$ cat config.mk
export PLATFORM = sky130hd
export DESIGN_NAME = led_blink_pattern_queue_flat
export DESIGN_NICKNAME = d
export VERILOG_FILES = /design/src/rtl/core/lbpq_pkg.sv /design/src/rtl/core/lbpq_stream_if.sv /design/src/rtl/core/lbpq_fifo.sv /design/src/rtl/core/led_blink_pattern_queue.sv /design/src/flat_wrapper.sv
export VERILOG_INCLUDE_DIRS = /design/src /design/src/rtl/core
export SDC_FILE = /design/constraint.sdc
export NUM_CORES = 1
export LEC_CHECK = 0
export BUFFER_PORTS_ARGS = -buffer_cell sky130_fd_sc_hd__buf_2
export CORE_ASPECT_RATIO = 1.25
export CORE_UTILIZATION = 35
export CTS_CLUSTER_SIZE = 40
export DETAILED_ROUTE_END_ITERATION = 10
export GPL_ROUTABILITY_DRIVEN = 0
export PLACE_DENSITY = 0.54
export SYNTH_ARGS = -nofsm -noshare
export SYNTH_HDL_FRONTEND = slang
export SYNTH_SLANG_ARGS = --single-unit
export TNS_END_PERCENT = 20
$ cat constraint.sdc
create_clock -name clk -period 9.4 [get_ports clk]
set_input_delay 0.47 -clock clk [delete_from_list [all_inputs] [get_ports clk]]
set_output_delay 0.47 -clock clk [all_outputs]
set_load 0.03 [all_outputs]
$ cat src/rtl/core/led_blink_pattern_queue_macros.svh
// Assertion macros shared by the LED pattern queue RTL.
// Every property is clocked on clk and disabled while arst_n is low.
`ifndef LED_BLINK_PATTERN_QUEUE_MACROS_SVH
`define LED_BLINK_PATTERN_QUEUE_MACROS_SVH

`ifndef NO_ASSERTIONS
`define LBPQ_ASSERT_SAME(label, ante, cons) \
	label: assert property (@(posedge clk) disable iff (!arst_n) (ante) |-> (cons)) \
		else $error("lbpq assertion failed");
`define LBPQ_ASSERT_NEXT(label, ante, cons) \
	label: assert property (@(posedge clk) disable iff (!arst_n) (ante) |=> (cons)) \
		else $error("lbpq assertion failed");
`else
`define LBPQ_ASSERT_SAME(label, ante, cons)
`define LBPQ_ASSERT_NEXT(label, ante, cons)
`endif

`endif

$ cat src/rtl/core/lbpq_pkg.sv
package lbpq_pkg;

	localparam int FIFO_DEPTH_DEF   = 32;
	localparam int RAPID_PULSES_DEF = 3;

	localparam int TICK_W     = 20;
	localparam int FILL_OUT_W = 6;
	localparam int CFG_IDX_W  = 2;

	localparam logic              LED_ENABLE_RST  = 1'b1;
	localparam logic [TICK_W-1:0] SHORT_TICKS_RST = 20'd100;
	localparam logic [TICK_W-1:0] LONG_TICKS_RST  = 20'd500;
	localparam logic [TICK_W-1:0] GAP_TICKS_RST   = 20'd100;

	typedef enum logic [1:0] {
		PAT_NONE  = 2'd0,
		PAT_SHORT = 2'd1,
		PAT_LONG  = 2'd2,
		PAT_RAPID = 2'd3
	} pat_t;

	typedef enum logic [0:0] {
		ACT_TICK    = 1'b0,
		ACT_ENQUEUE = 1'b1
	} act_t;

	typedef enum logic [CFG_IDX_W-1:0] {
		CFG_LED_ENABLE  = 2'd0,
		CFG_SHORT_TICKS = 2'd1,
		CFG_LONG_TICKS  = 2'd2,
		CFG_GAP_TICKS   = 2'd3
	} cfg_idx_t;

	typedef struct packed {
		act_t action;
		pat_t pattern;
	} req_t;

	typedef struct packed {
		logic                  led_level;
		logic [FILL_OUT_W-1:0] queue_fill;
		logic                  dropped;
		logic                  busy_res;
	} res_t;

	typedef struct packed {
		logic push;
		logic pop;
		pat_t wdata;
	} fifo_ctl_t;

	typedef struct packed {
		logic empty;
		logic full;
		pat_t head;
	} fifo_sts_t;

endpackage

$ cat src/rtl/core/lbpq_stream_if.sv
interface lbpq_stream_if #(
	parameter type payload_t = logic
);
	logic     valid;
	logic     ready;
	payload_t data;

	modport source (output valid, output data, input ready);
	modport sink (input valid, input data, output ready);
endinterface

$ cat src/rtl/core/lbpq_fifo.sv
`include "led_blink_pattern_queue_macros.svh"

module lbpq_fifo #(
	parameter int DEPTH = lbpq_pkg::FIFO_DEPTH_DEF,
	parameter int CW    = $clog2(DEPTH + 1)
) (
	input  logic               clk,
	input  logic               arst_n,
	input  lbpq_pkg::fifo_ctl_t ctl,
	output lbpq_pkg::fifo_sts_t sts,
	output logic [CW-1:0]      fill
);
	import lbpq_pkg::*;

	localparam int AW = $clog2(DEPTH);

	pat_t          mem [DEPTH];
	logic [AW-1:0] rp_q;
	logic [AW-1:0] wp_q;
	logic [AW-1:0] rp_n;
	logic [AW-1:0] wp_n;
	logic [CW-1:0] fill_q;
	pat_t          rd_q;
	logic          fwd_q;
	pat_t          fwd_data_q;

	always_comb begin
		rp_n = rp_q;
		if (ctl.pop) begin
			rp_n = (rp_q == AW'(DEPTH - 1)) ? '0 : rp_q + 1'b1;
		end
		wp_n = (wp_q == AW'(DEPTH - 1)) ? '0 : wp_q + 1'b1;
	end

	// The read port always fetches the entry the head will point at next cycle.
	// A write to that same entry in this cycle is forwarded around the memory.
	always_ff @(posedge clk) begin
		if (ctl.push) begin
			mem[wp_q] <= ctl.wdata;
		end
		rd_q       <= mem[rp_n];
		fwd_data_q <= ctl.wdata;
	end

	always_ff @(posedge clk or negedge arst_n) begin
		if (!arst_n) begin
			rp_q   <= '0;
			wp_q   <= '0;
			fill_q <= '0;
			fwd_q  <= 1'b0;
		end else begin
			rp_q  <= rp_n;
			fwd_q <= ctl.push && (wp_q == rp_n);
			if (ctl.push) begin
				wp_q <= wp_n;
			end
			unique case ({ctl.push, ctl.pop})
				2'b10:   fill_q <= fill_q + 1'b1;
				2'b01:   fill_q <= fill_q - 1'b1;
				default: fill_q <= fill_q;
			endcase
		end
	end

	assign sts.empty = (fill_q == '0);
	assign sts.full  = (fill_q == CW'(DEPTH));
	assign sts.head  = fwd_q ? fwd_data_q : rd_q;
	assign fill      = fill_q;

	`LBPQ_ASSERT_SAME(a_fill_bound, 1'b1, fill_q <= CW'(DEPTH))
	`LBPQ_ASSERT_SAME(a_no_push_full, ctl.push, !sts.full)
	`LBPQ_ASSERT_SAME(a_no_pop_empty, ctl.pop, !sts.empty)
	`LBPQ_ASSERT_NEXT(a_fill_grows, ctl.push && !ctl.pop, fill_q == $past(fill_q) + 1'b1)
endmodule

$ cat src/rtl/core/led_blink_pattern_queue.sv
// LED blink pattern queue.
// Requests arrive on the req stream (valid/ready); action selects either a
// time tick or a pattern request (short, long, rapid). Every request yields
// exactly one result on the res stream: LED level, queue fill, a dropped
// flag for a request lost to a full queue, and a busy flag while a pattern
// plays. Enqueues are ignored while led_enable is zero or for pattern none.
// Only ticks advance playback; each phase stays up for its programmed count.
// Registers are written through cfg_we/cfg_index/cfg_data only while idle;
// the user must enforce it, not the block. A request passes one input
// stage, then the result register that also holds the player state. One
// request is taken every cycle; the only state update per request is one
// queue step plus one 20-bit timer step. If res.ready stays low, the result
// holds, the input stage fills and req.ready drops; nothing is lost or
// reordered. Reset empties the queue, idles the player, turns the LED off
// and loads the register defaults (enable 1, short 100, long 500, gap 100).
`include "led_blink_pattern_queue_macros.svh"

module led_blink_pattern_queue #(
	parameter int FIFO_DEPTH   = lbpq_pkg::FIFO_DEPTH_DEF,
	parameter int RAPID_PULSES = lbpq_pkg::RAPID_PULSES_DEF
) (
	input  logic                           clk,
	input  logic                           arst_n,
	input  logic                           cfg_we,
	input  logic [lbpq_pkg::CFG_IDX_W-1:0] cfg_index,
	input  logic [lbpq_pkg::TICK_W-1:0]    cfg_data,
	lbpq_stream_if.sink                    req,
	lbpq_stream_if.source                  res
);
	import lbpq_pkg::*;

	localparam int CW   = $clog2(FIFO_DEPTH + 1);
	localparam int LAST = 2 * RAPID_PULSES - 2;
	localparam int PW   = (LAST > 0) ? $clog2(LAST + 1) : 1;

	logic              led_enable_q;
	logic [TICK_W-1:0] short_q;
	logic [TICK_W-1:0] long_q;
	logic [TICK_W-1:0] gap_q;

	logic valid_s1;
	req_t item_s1;
	logic res_valid_q;
	logic adv;

	pat_t              active_q;
	logic [PW-1:0]     phase_q;
	logic [TICK_W-1:0] timer_q;
	logic              led_q;
	logic              dropped_q;

	pat_t              active_n;
	logic [PW-1:0]     phase_n;
	logic [TICK_W-1:0] timer_n;
	logic              led_n;
	logic              drop_n;

	pat_t              ld_pat;
	logic              ld_odd;
	logic [TICK_W-1:0] ld_timer;
	logic              ld_led;
	logic [PW-1:0]     last_phase;
	logic              wants_queue;

	fifo_ctl_t     fctl;
	fifo_sts_t     fsts;
	logic [CW-1:0] fill;

	lbpq_fifo #(
		.DEPTH (FIFO_DEPTH),
		.CW    (CW)
	) u_fifo (
		.clk    (clk),
		.arst_n (arst_n),
		.ctl    (fctl),
		.sts    (fsts),
		.fill   (fill)
	);

	always_ff @(posedge clk or negedge arst_n) begin
		if (!arst_n) begin
			led_enable_q <= LED_ENABLE_RST;
			short_q      <= SHORT_TICKS_RST;
			long_q       <= LONG_TICKS_RST;
			gap_q        <= GAP_TICKS_RST;
		end else if (cfg_we) begin
			unique case (cfg_idx_t'(cfg_index))
				CFG_LED_ENABLE:  led_enable_q <= cfg_data[0];
				CFG_SHORT_TICKS: short_q      <= cfg_data;
				CFG_LONG_TICKS:  long_q       <= cfg_data;
				CFG_GAP_TICKS:   gap_q        <= cfg_data;
			endcase
		end
	end

	// The stage moves forward whenever the result slot is free or being taken.
	assign adv       = valid_s1 && (!res_valid_q || res.ready);
	assign req.ready = !valid_s1 || adv;

	always_ff @(posedge clk or negedge arst_n) begin
		if (!arst_n) begin
			valid_s1 <= 1'b0;
		end else if (req.valid && req.ready) begin
			valid_s1 <= 1'b1;
		end else if (adv) begin
			valid_s1 <= 1'b0;
		end
	end

	always_ff @(posedge clk) begin
		if (req.valid && req.ready) begin
			item_s1 <= req.data;
		end
	end

	assign wants_queue = (item_s1.action == ACT_ENQUEUE) && led_enable_q
		&& (item_s1.pattern != PAT_NONE);
	assign last_phase  = (active_q == PAT_RAPID) ? PW'(LAST) : '0;

	// A new phase comes either from the popped head or from the next phase
	// of the pattern in play. Even phases light the LED, odd ones are gaps.
	always_comb begin
		if (active_q == PAT_NONE) begin
			ld_pat = fsts.head;
			ld_odd = 1'b0;
		end else begin
			ld_pat = active_q;
			ld_odd = ~phase_q[0];
		end
		if (ld_pat == PAT_LONG) begin
			ld_timer = long_q;
			ld_led   = 1'b1;
		end else if (ld_odd) begin
			ld_timer = gap_q;
			ld_led   = 1'b0;
		end else begin
			ld_timer = short_q;
			ld_led   = 1'b1;
		end
	end

	always_comb begin
		active_n   = active_q;
		phase_n    = phase_q;
		timer_n    = timer_q;
		led_n      = led_q;
		drop_n     = wants_queue && fsts.full;
		fctl.push  = adv && wants_queue && !fsts.full;
		fctl.pop   = 1'b0;
		fctl.wdata = item_s1.pattern;
		if (item_s1.action == ACT_TICK) begin
			if (active_q == PAT_NONE) begin
				if (!fsts.empty) begin
					fctl.pop = adv;
					active_n = fsts.head;
					phase_n  = '0;
					if (fsts.head != PAT_NONE) begin
						timer_n = ld_timer;
						led_n   = ld_led;
					end
				end
			end else if (timer_q > TICK_W'(1)) begin
				timer_n = timer_q - 1'b1;
			end else if (phase_q >= last_phase) begin
				active_n = PAT_NONE;
				phase_n  = '0;
				timer_n  = '0;
				led_n    = 1'b0;
			end else begin
				phase_n = phase_q + 1'b1;
				timer_n = ld_timer;
				led_n   = ld_led;
			end
		end
	end

	always_ff @(posedge clk or negedge arst_n) begin
		if (!arst_n) begin
			res_valid_q <= 1'b0;
			active_q    <= PAT_NONE;
			phase_q     <= '0;
			timer_q     <= '0;
			led_q       <= 1'b0;
		end else begin
			if (adv) begin
				res_valid_q <= 1'b1;
				active_q    <= active_n;
				phase_q     <= phase_n;
				timer_q     <= timer_n;
				led_q       <= led_n;
			end else if (res.ready) begin
				res_valid_q <= 1'b0;
			end
		end
	end

	always_ff @(posedge clk) begin
		if (adv) begin
			dropped_q <= drop_n;
		end
	end

	// Player state only changes when a result is loaded, so it is the result.
	assign res.valid           = res_valid_q;
	assign res.data.led_level  = led_q;
	assign res.data.queue_fill = FILL_OUT_W'(fill);
	assign res.data.dropped    = dropped_q;
	assign res.data.busy_res   = (active_q != PAT_NONE);

	`LBPQ_ASSERT_SAME(a_idle_dark, active_q == PAT_NONE, !led_q)
	`LBPQ_ASSERT_SAME(a_idle_clear, active_q == PAT_NONE, phase_q == '0 && timer_q == '0)
	`LBPQ_ASSERT_SAME(a_phase_bound, 1'b1, phase_q <= PW'(LAST))
	`LBPQ_ASSERT_SAME(a_gap_dark, phase_q[0], !led_q)
endmodule

$ cat src/flat_wrapper.sv
// flat-port wrapper written by rule: the top's interface ports become plain ports
module led_blink_pattern_queue_flat import lbpq_pkg::*;
#(
	parameter int FIFO_DEPTH   = lbpq_pkg::FIFO_DEPTH_DEF,
	parameter int RAPID_PULSES = lbpq_pkg::RAPID_PULSES_DEF
)
  (clk, arst_n, cfg_we, cfg_index, cfg_data, req_valid, req_data, req_ready, res_valid, res_data, res_ready);
  lbpq_stream_if #(.payload_t(req_t)) req_i ();
  lbpq_stream_if #(.payload_t(res_t)) res_i ();
  input  logic clk;
  input  logic arst_n;
  input  logic cfg_we;
  input  logic [lbpq_pkg::CFG_IDX_W-1:0] cfg_index;
  input  logic [lbpq_pkg::TICK_W-1:0] cfg_data;
  input wire logic [$bits(req_i.valid)-1:0] req_valid;
  input wire logic [$bits(req_i.data)-1:0] req_data;
  output wire logic [$bits(req_i.ready)-1:0] req_ready;
  output wire logic [$bits(res_i.valid)-1:0] res_valid;
  output wire logic [$bits(res_i.data)-1:0] res_data;
  input wire logic [$bits(res_i.ready)-1:0] res_ready;
  assign req_i.valid = req_valid;
  assign req_i.data = req_data;
  assign req_ready = req_i.ready;
  assign res_valid = res_i.valid;
  assign res_data = res_i.data;
  assign res_i.ready = res_ready;
  led_blink_pattern_queue #(.FIFO_DEPTH(FIFO_DEPTH), .RAPID_PULSES(RAPID_PULSES)) u_core (.clk(clk), .arst_n(arst_n), .cfg_we(cfg_we), .cfg_index(cfg_index), .cfg_data(cfg_data), .req(req_i), .res(res_i));
endmodule
==> run_results.csv <==
group,metric,value,unit
sta,skew,0.00595,ns
cells_and_area,multi_input_area,3510,sq um
cells_and_area,drive_gt1_share,21.8,%
synthesis,synth-seq-cells,178,
routing,wl_per_cell,17.0,um
clock_tree,hold_buffers,0,
cells_and_area,ff_latch_area,4790,sq um
global_routing,grt_max_degree,69,
routing,vias,5797,
critical_path,timing.rr.end,"u_core.u_fifo.fill[5]",
routing,wl,19300,um
synthesis,ys_types,64,
clock_tree,root_buffer,"clkbuf_16",
die,fp.dieArea,25000,sq um
synthesis,synthFlopType,"dfrtp_1",
sta,tns,0,ns
sta,rsz0062_at_grt,"false",
die,ios,41,
pwr,cellPowerDensity,295,nW/um^2
clock_tree,path_clk_slew,0.07,ns
clock_tree,post_cts_buffers,0,
routing,viasPerCell,5.11,
routing,ant_nets,0,
sta,min_period_over_period,38.2,%
pwr,ir_drop,133,uV
synthesis,syn_area,8530,sq um
critical_path,path_cells,"or3_4 -> or4b_2 -> and2_1 -> inv_1 -> ha_1 -> a22oi_1 -> o22ai_1 -> mux2i_1 -> o32a_1 -> nor2_1 -> xor2_1",
synthesis,synth_nets,806,
synthesis,synth_edf_count,68,
sta,drv_slew,0,
clock_tree,cts_max_level,4,
cells_and_area,antennaDiodeCount,0,
sta,finalCriticalPeriod,3.59,ns
synthesis,ys_warn_count,0,
placed_design,port_buffers,40,
global_routing,track_usage,16.2,%
routing,drc_errors,0,
sta,hold_viol,0,
critical_path,cpMaxStageDelayCell,"or4b_2",
critical_path,crit_path_end_kind,"flip-flop",
critical_path,critPathKind,"flip-flop to flip-flop",
worst_hold_path,hold_path.class,"primary input to async pin",
sta,slew-limit-headroom,40.7,%
clock_tree,numCtsBuffers,17,
cells_and_area,fin_cells,1134,
clock_tree,cts_buffer_depth,2,
cells_and_area,final_nets,839,
die,die_width,142,um
placed_design,detailedPlace.worstSlack,5.84,ns
critical_path,regToRegStartpoint,"u_core.u_fifo.fill[3]",
critical_path,reg2reg_depth,11,
sta,timing.fmax,278,MHz
critical_path,max_stage_delay,0.63,ns
global_routing,grt_pass1_wl,30700,um
clock_tree,clk_latency,0.43,ns
pwr,leakagePower,3.81,nW
critical_path,endpoint,"u_core.u_fifo.fill[5]",
routing,drt-initial-drc-count,347,
critical_path,rrSetupSlack,5.81,ns
global_routing,overflow,0,
sta,fin_hold_ws,0.0110,ns
synthesis,synthArstFlopShare,59.6,%
clock_tree,post_cts_resized,0,
critical_path,cp.depth,11,
critical_path,cp.buffers_inverters,1,
die,start_util,35.8,%
cells_and_area,synthToLayoutAreaGrowth,13.9,%
status,outcome,"completed",
critical_path,cpLargestDelayFamily,"simple AND/OR/NAND/NOR gates",
placed_design,dp.cells,1102,
synthesis,synth_area_per_cell,11.2,sq um
routing,dr.pass1.iters,5,
sta,tightest_slew,0.883,ns
placed_design,dp_hpwl,12600,um
critical_path,start_kind,"flip-flop",
critical_path,cp_data_arrival_time,3.95,ns
global_routing,grt_pass1_vias,5654,
clock_tree,clock_sinks,178,
global_routing,antenna_found_initial,0,
cells_and_area,n_fill_cell,2291,
clock_tree,cts_tree,"yes",
critical_path,crit_fanout,11,
synthesis,syn-instance-count,763,
critical_path,worstSetupStartpoint,"u_core.u_fifo.fill[3]",
sta,setup_ws,5.81,ns
die,dieHeight,177,um
flow_run,maxCapViolCount,0,
critical_path,required,9.76,ns
die,core_area,23800,sq um
die,fp-row-count,63,
synthesis,yosysSeqAreaShare,56.2,%
sta,setup_violations,0,
==> cell usage in the layout (no fill, tap or decap), types with 5 or more instances in the layout <==
cell | Yosys | routed
a21oi_1 | 41 | 41
a22o_1 | 5 | 5
a22oi_1 | 7 | 7
and2_1 | 6 | 6
and3_1 | 5 | 5
buf_2 | 4 | 39
buf_4 | 2 | 11
bufinv_16 | 0 | 5
clkbuf_16 | 0 | 17
dfrtp_1 | 93 | 93
dfstp_2 | 13 | 13
edfxtp_1 | 68 | 68
ha_1 | 13 | 13
inv_1 | 14 | 14
mux2_2 | 65 | 65
mux2i_1 | 40 | 40
nand2_1 | 66 | 66
nand2b_1 | 8 | 8
nand3_1 | 10 | 10
nand3b_1 | 9 | 9
nand4_1 | 5 | 5
nor2_1 | 89 | 88
nor2b_1 | 5 | 5
nor3_1 | 14 | 14
nor4_1 | 10 | 10
o21ai_0 | 68 | 68
or4_1 | 6 | 6
xnor2_1 | 6 | 6
xor2_1 | 7 | 7
==> where the power goes <==
| group | internal [mW] | switching (mW) |
|---|---|---|
| clock network | 0.483 | 0.312 |
| logic | 0.384 | 0.604 |
| registers | 0.947 | 0.142 |
| total | 1.81 | 1.06 |
==> worst min path at each step <==
| stage | endpoint | from | depth (start not counted) |
|---|---|---|---|
| 2_1_floorplan | u_core.active_q[0] | arst_n | 0 |
| 3_3_place_gp | u_core.gap_q[1] | u_core.gap_q[1] | 1 |
| 3_5_place_dp | u_core.gap_q[14] | u_core.gap_q[14] | 1 |
| 4_1_cts | u_core.valid_s1 | arst_n | 1 |
| 5_1_grt | u_core.valid_s1 | arst_n | 1 |
| 6_report | u_core.valid_s1 | arst_n | 1 |
==> layer usage <==
layer | part of all wire [%] | global-route usage, % | vias to the layer above
met1 | 44 | 20.1 | 2874
met5 | 0 | 0 | -
met3 | 2.7 | 2.82 | 24
met2 | 52 | 28.1 | 76
met4 | 1.5 | 5.91 | 0
li1 | - | - | 2823
==> cells by family (layout without fill, tap and decap cells) <==
kind of cell | after synthesis | count (layout) | share of synthesized area (%)
fa+ha+maj | 13 | 13 | 1.91
compound gates | 150 | 150 | 10.3
mux | 105 | 105 | 13.3
buf+inv | 53 | 99 | 2.74
flops | 178 | 178 | 56.2
simple gates | 251 | 251 | 14.3
xor+xnor | 13 | 13 | 1.33
==> synth_stat cells (13+ instances only) <==
library cell | count | area [sq um]
dfrtp_1 | 93 | 2330
nor2_1 | 89 | 334
edfxtp_1 | 68 | 2040
o21ai_0 | 68 | 340
nand2_1 | 66 | 248
mux2_2 | 65 | 732
a21oi_1 | 41 | 205
mux2i_1 | 40 | 400
clkbuf_1 | 25 | 93.8
inv_1 | 14 | 52.6
nor3_1 | 14 | 70.1
dfstp_2 | 13 | 342
ha_1 | 13 | 163
==> metrics by stage <==
step | instance area [sq um] | util (%) | power (mW)
floorplan | 8530 | - | 1.83
global placement | 9050 | 38.0 | 2.09
detailed placement | 9050 | 38.0 | 2.10
CTS | 9720 | 40.8 | 2.91
global route | 9720 | 40.8 | 3.06
finish | 9720 | 40.8 | 2.87
==> final cells by class <==
type / instances / share of cell area (%)
well taps: 325 / 4.18
repair buffers: 50 / 2.86
multi-input cells: 532 / 36.1
clock buffers: 18 / 4.52
inverters: 17 / 0.734
flip-flops and latches: 178 / 49.3
clock inverters: 14 / 2.32
==> flip-flops by register name, summed over array words and instances, names as in the netlist, 2 cells and up <==
name and cells:
u_core.gap_q 20, u_core.u_fifo.fill 6, u_core.u_fifo.rp_q 5, u_core.u_fifo.rd_q 2, u_core.long_q 20, u_core.short_q 20
u_core.timer_q 20, u_core.u_fifo.mem 64, u_core.phase_q 3, u_core.u_fifo.wp_q 5, u_core.active_q 2, u_core.u_fifo.fwd_data_q 2
u_core.fctl 2
No activity file was read; power rests on OpenSTA's default activity.
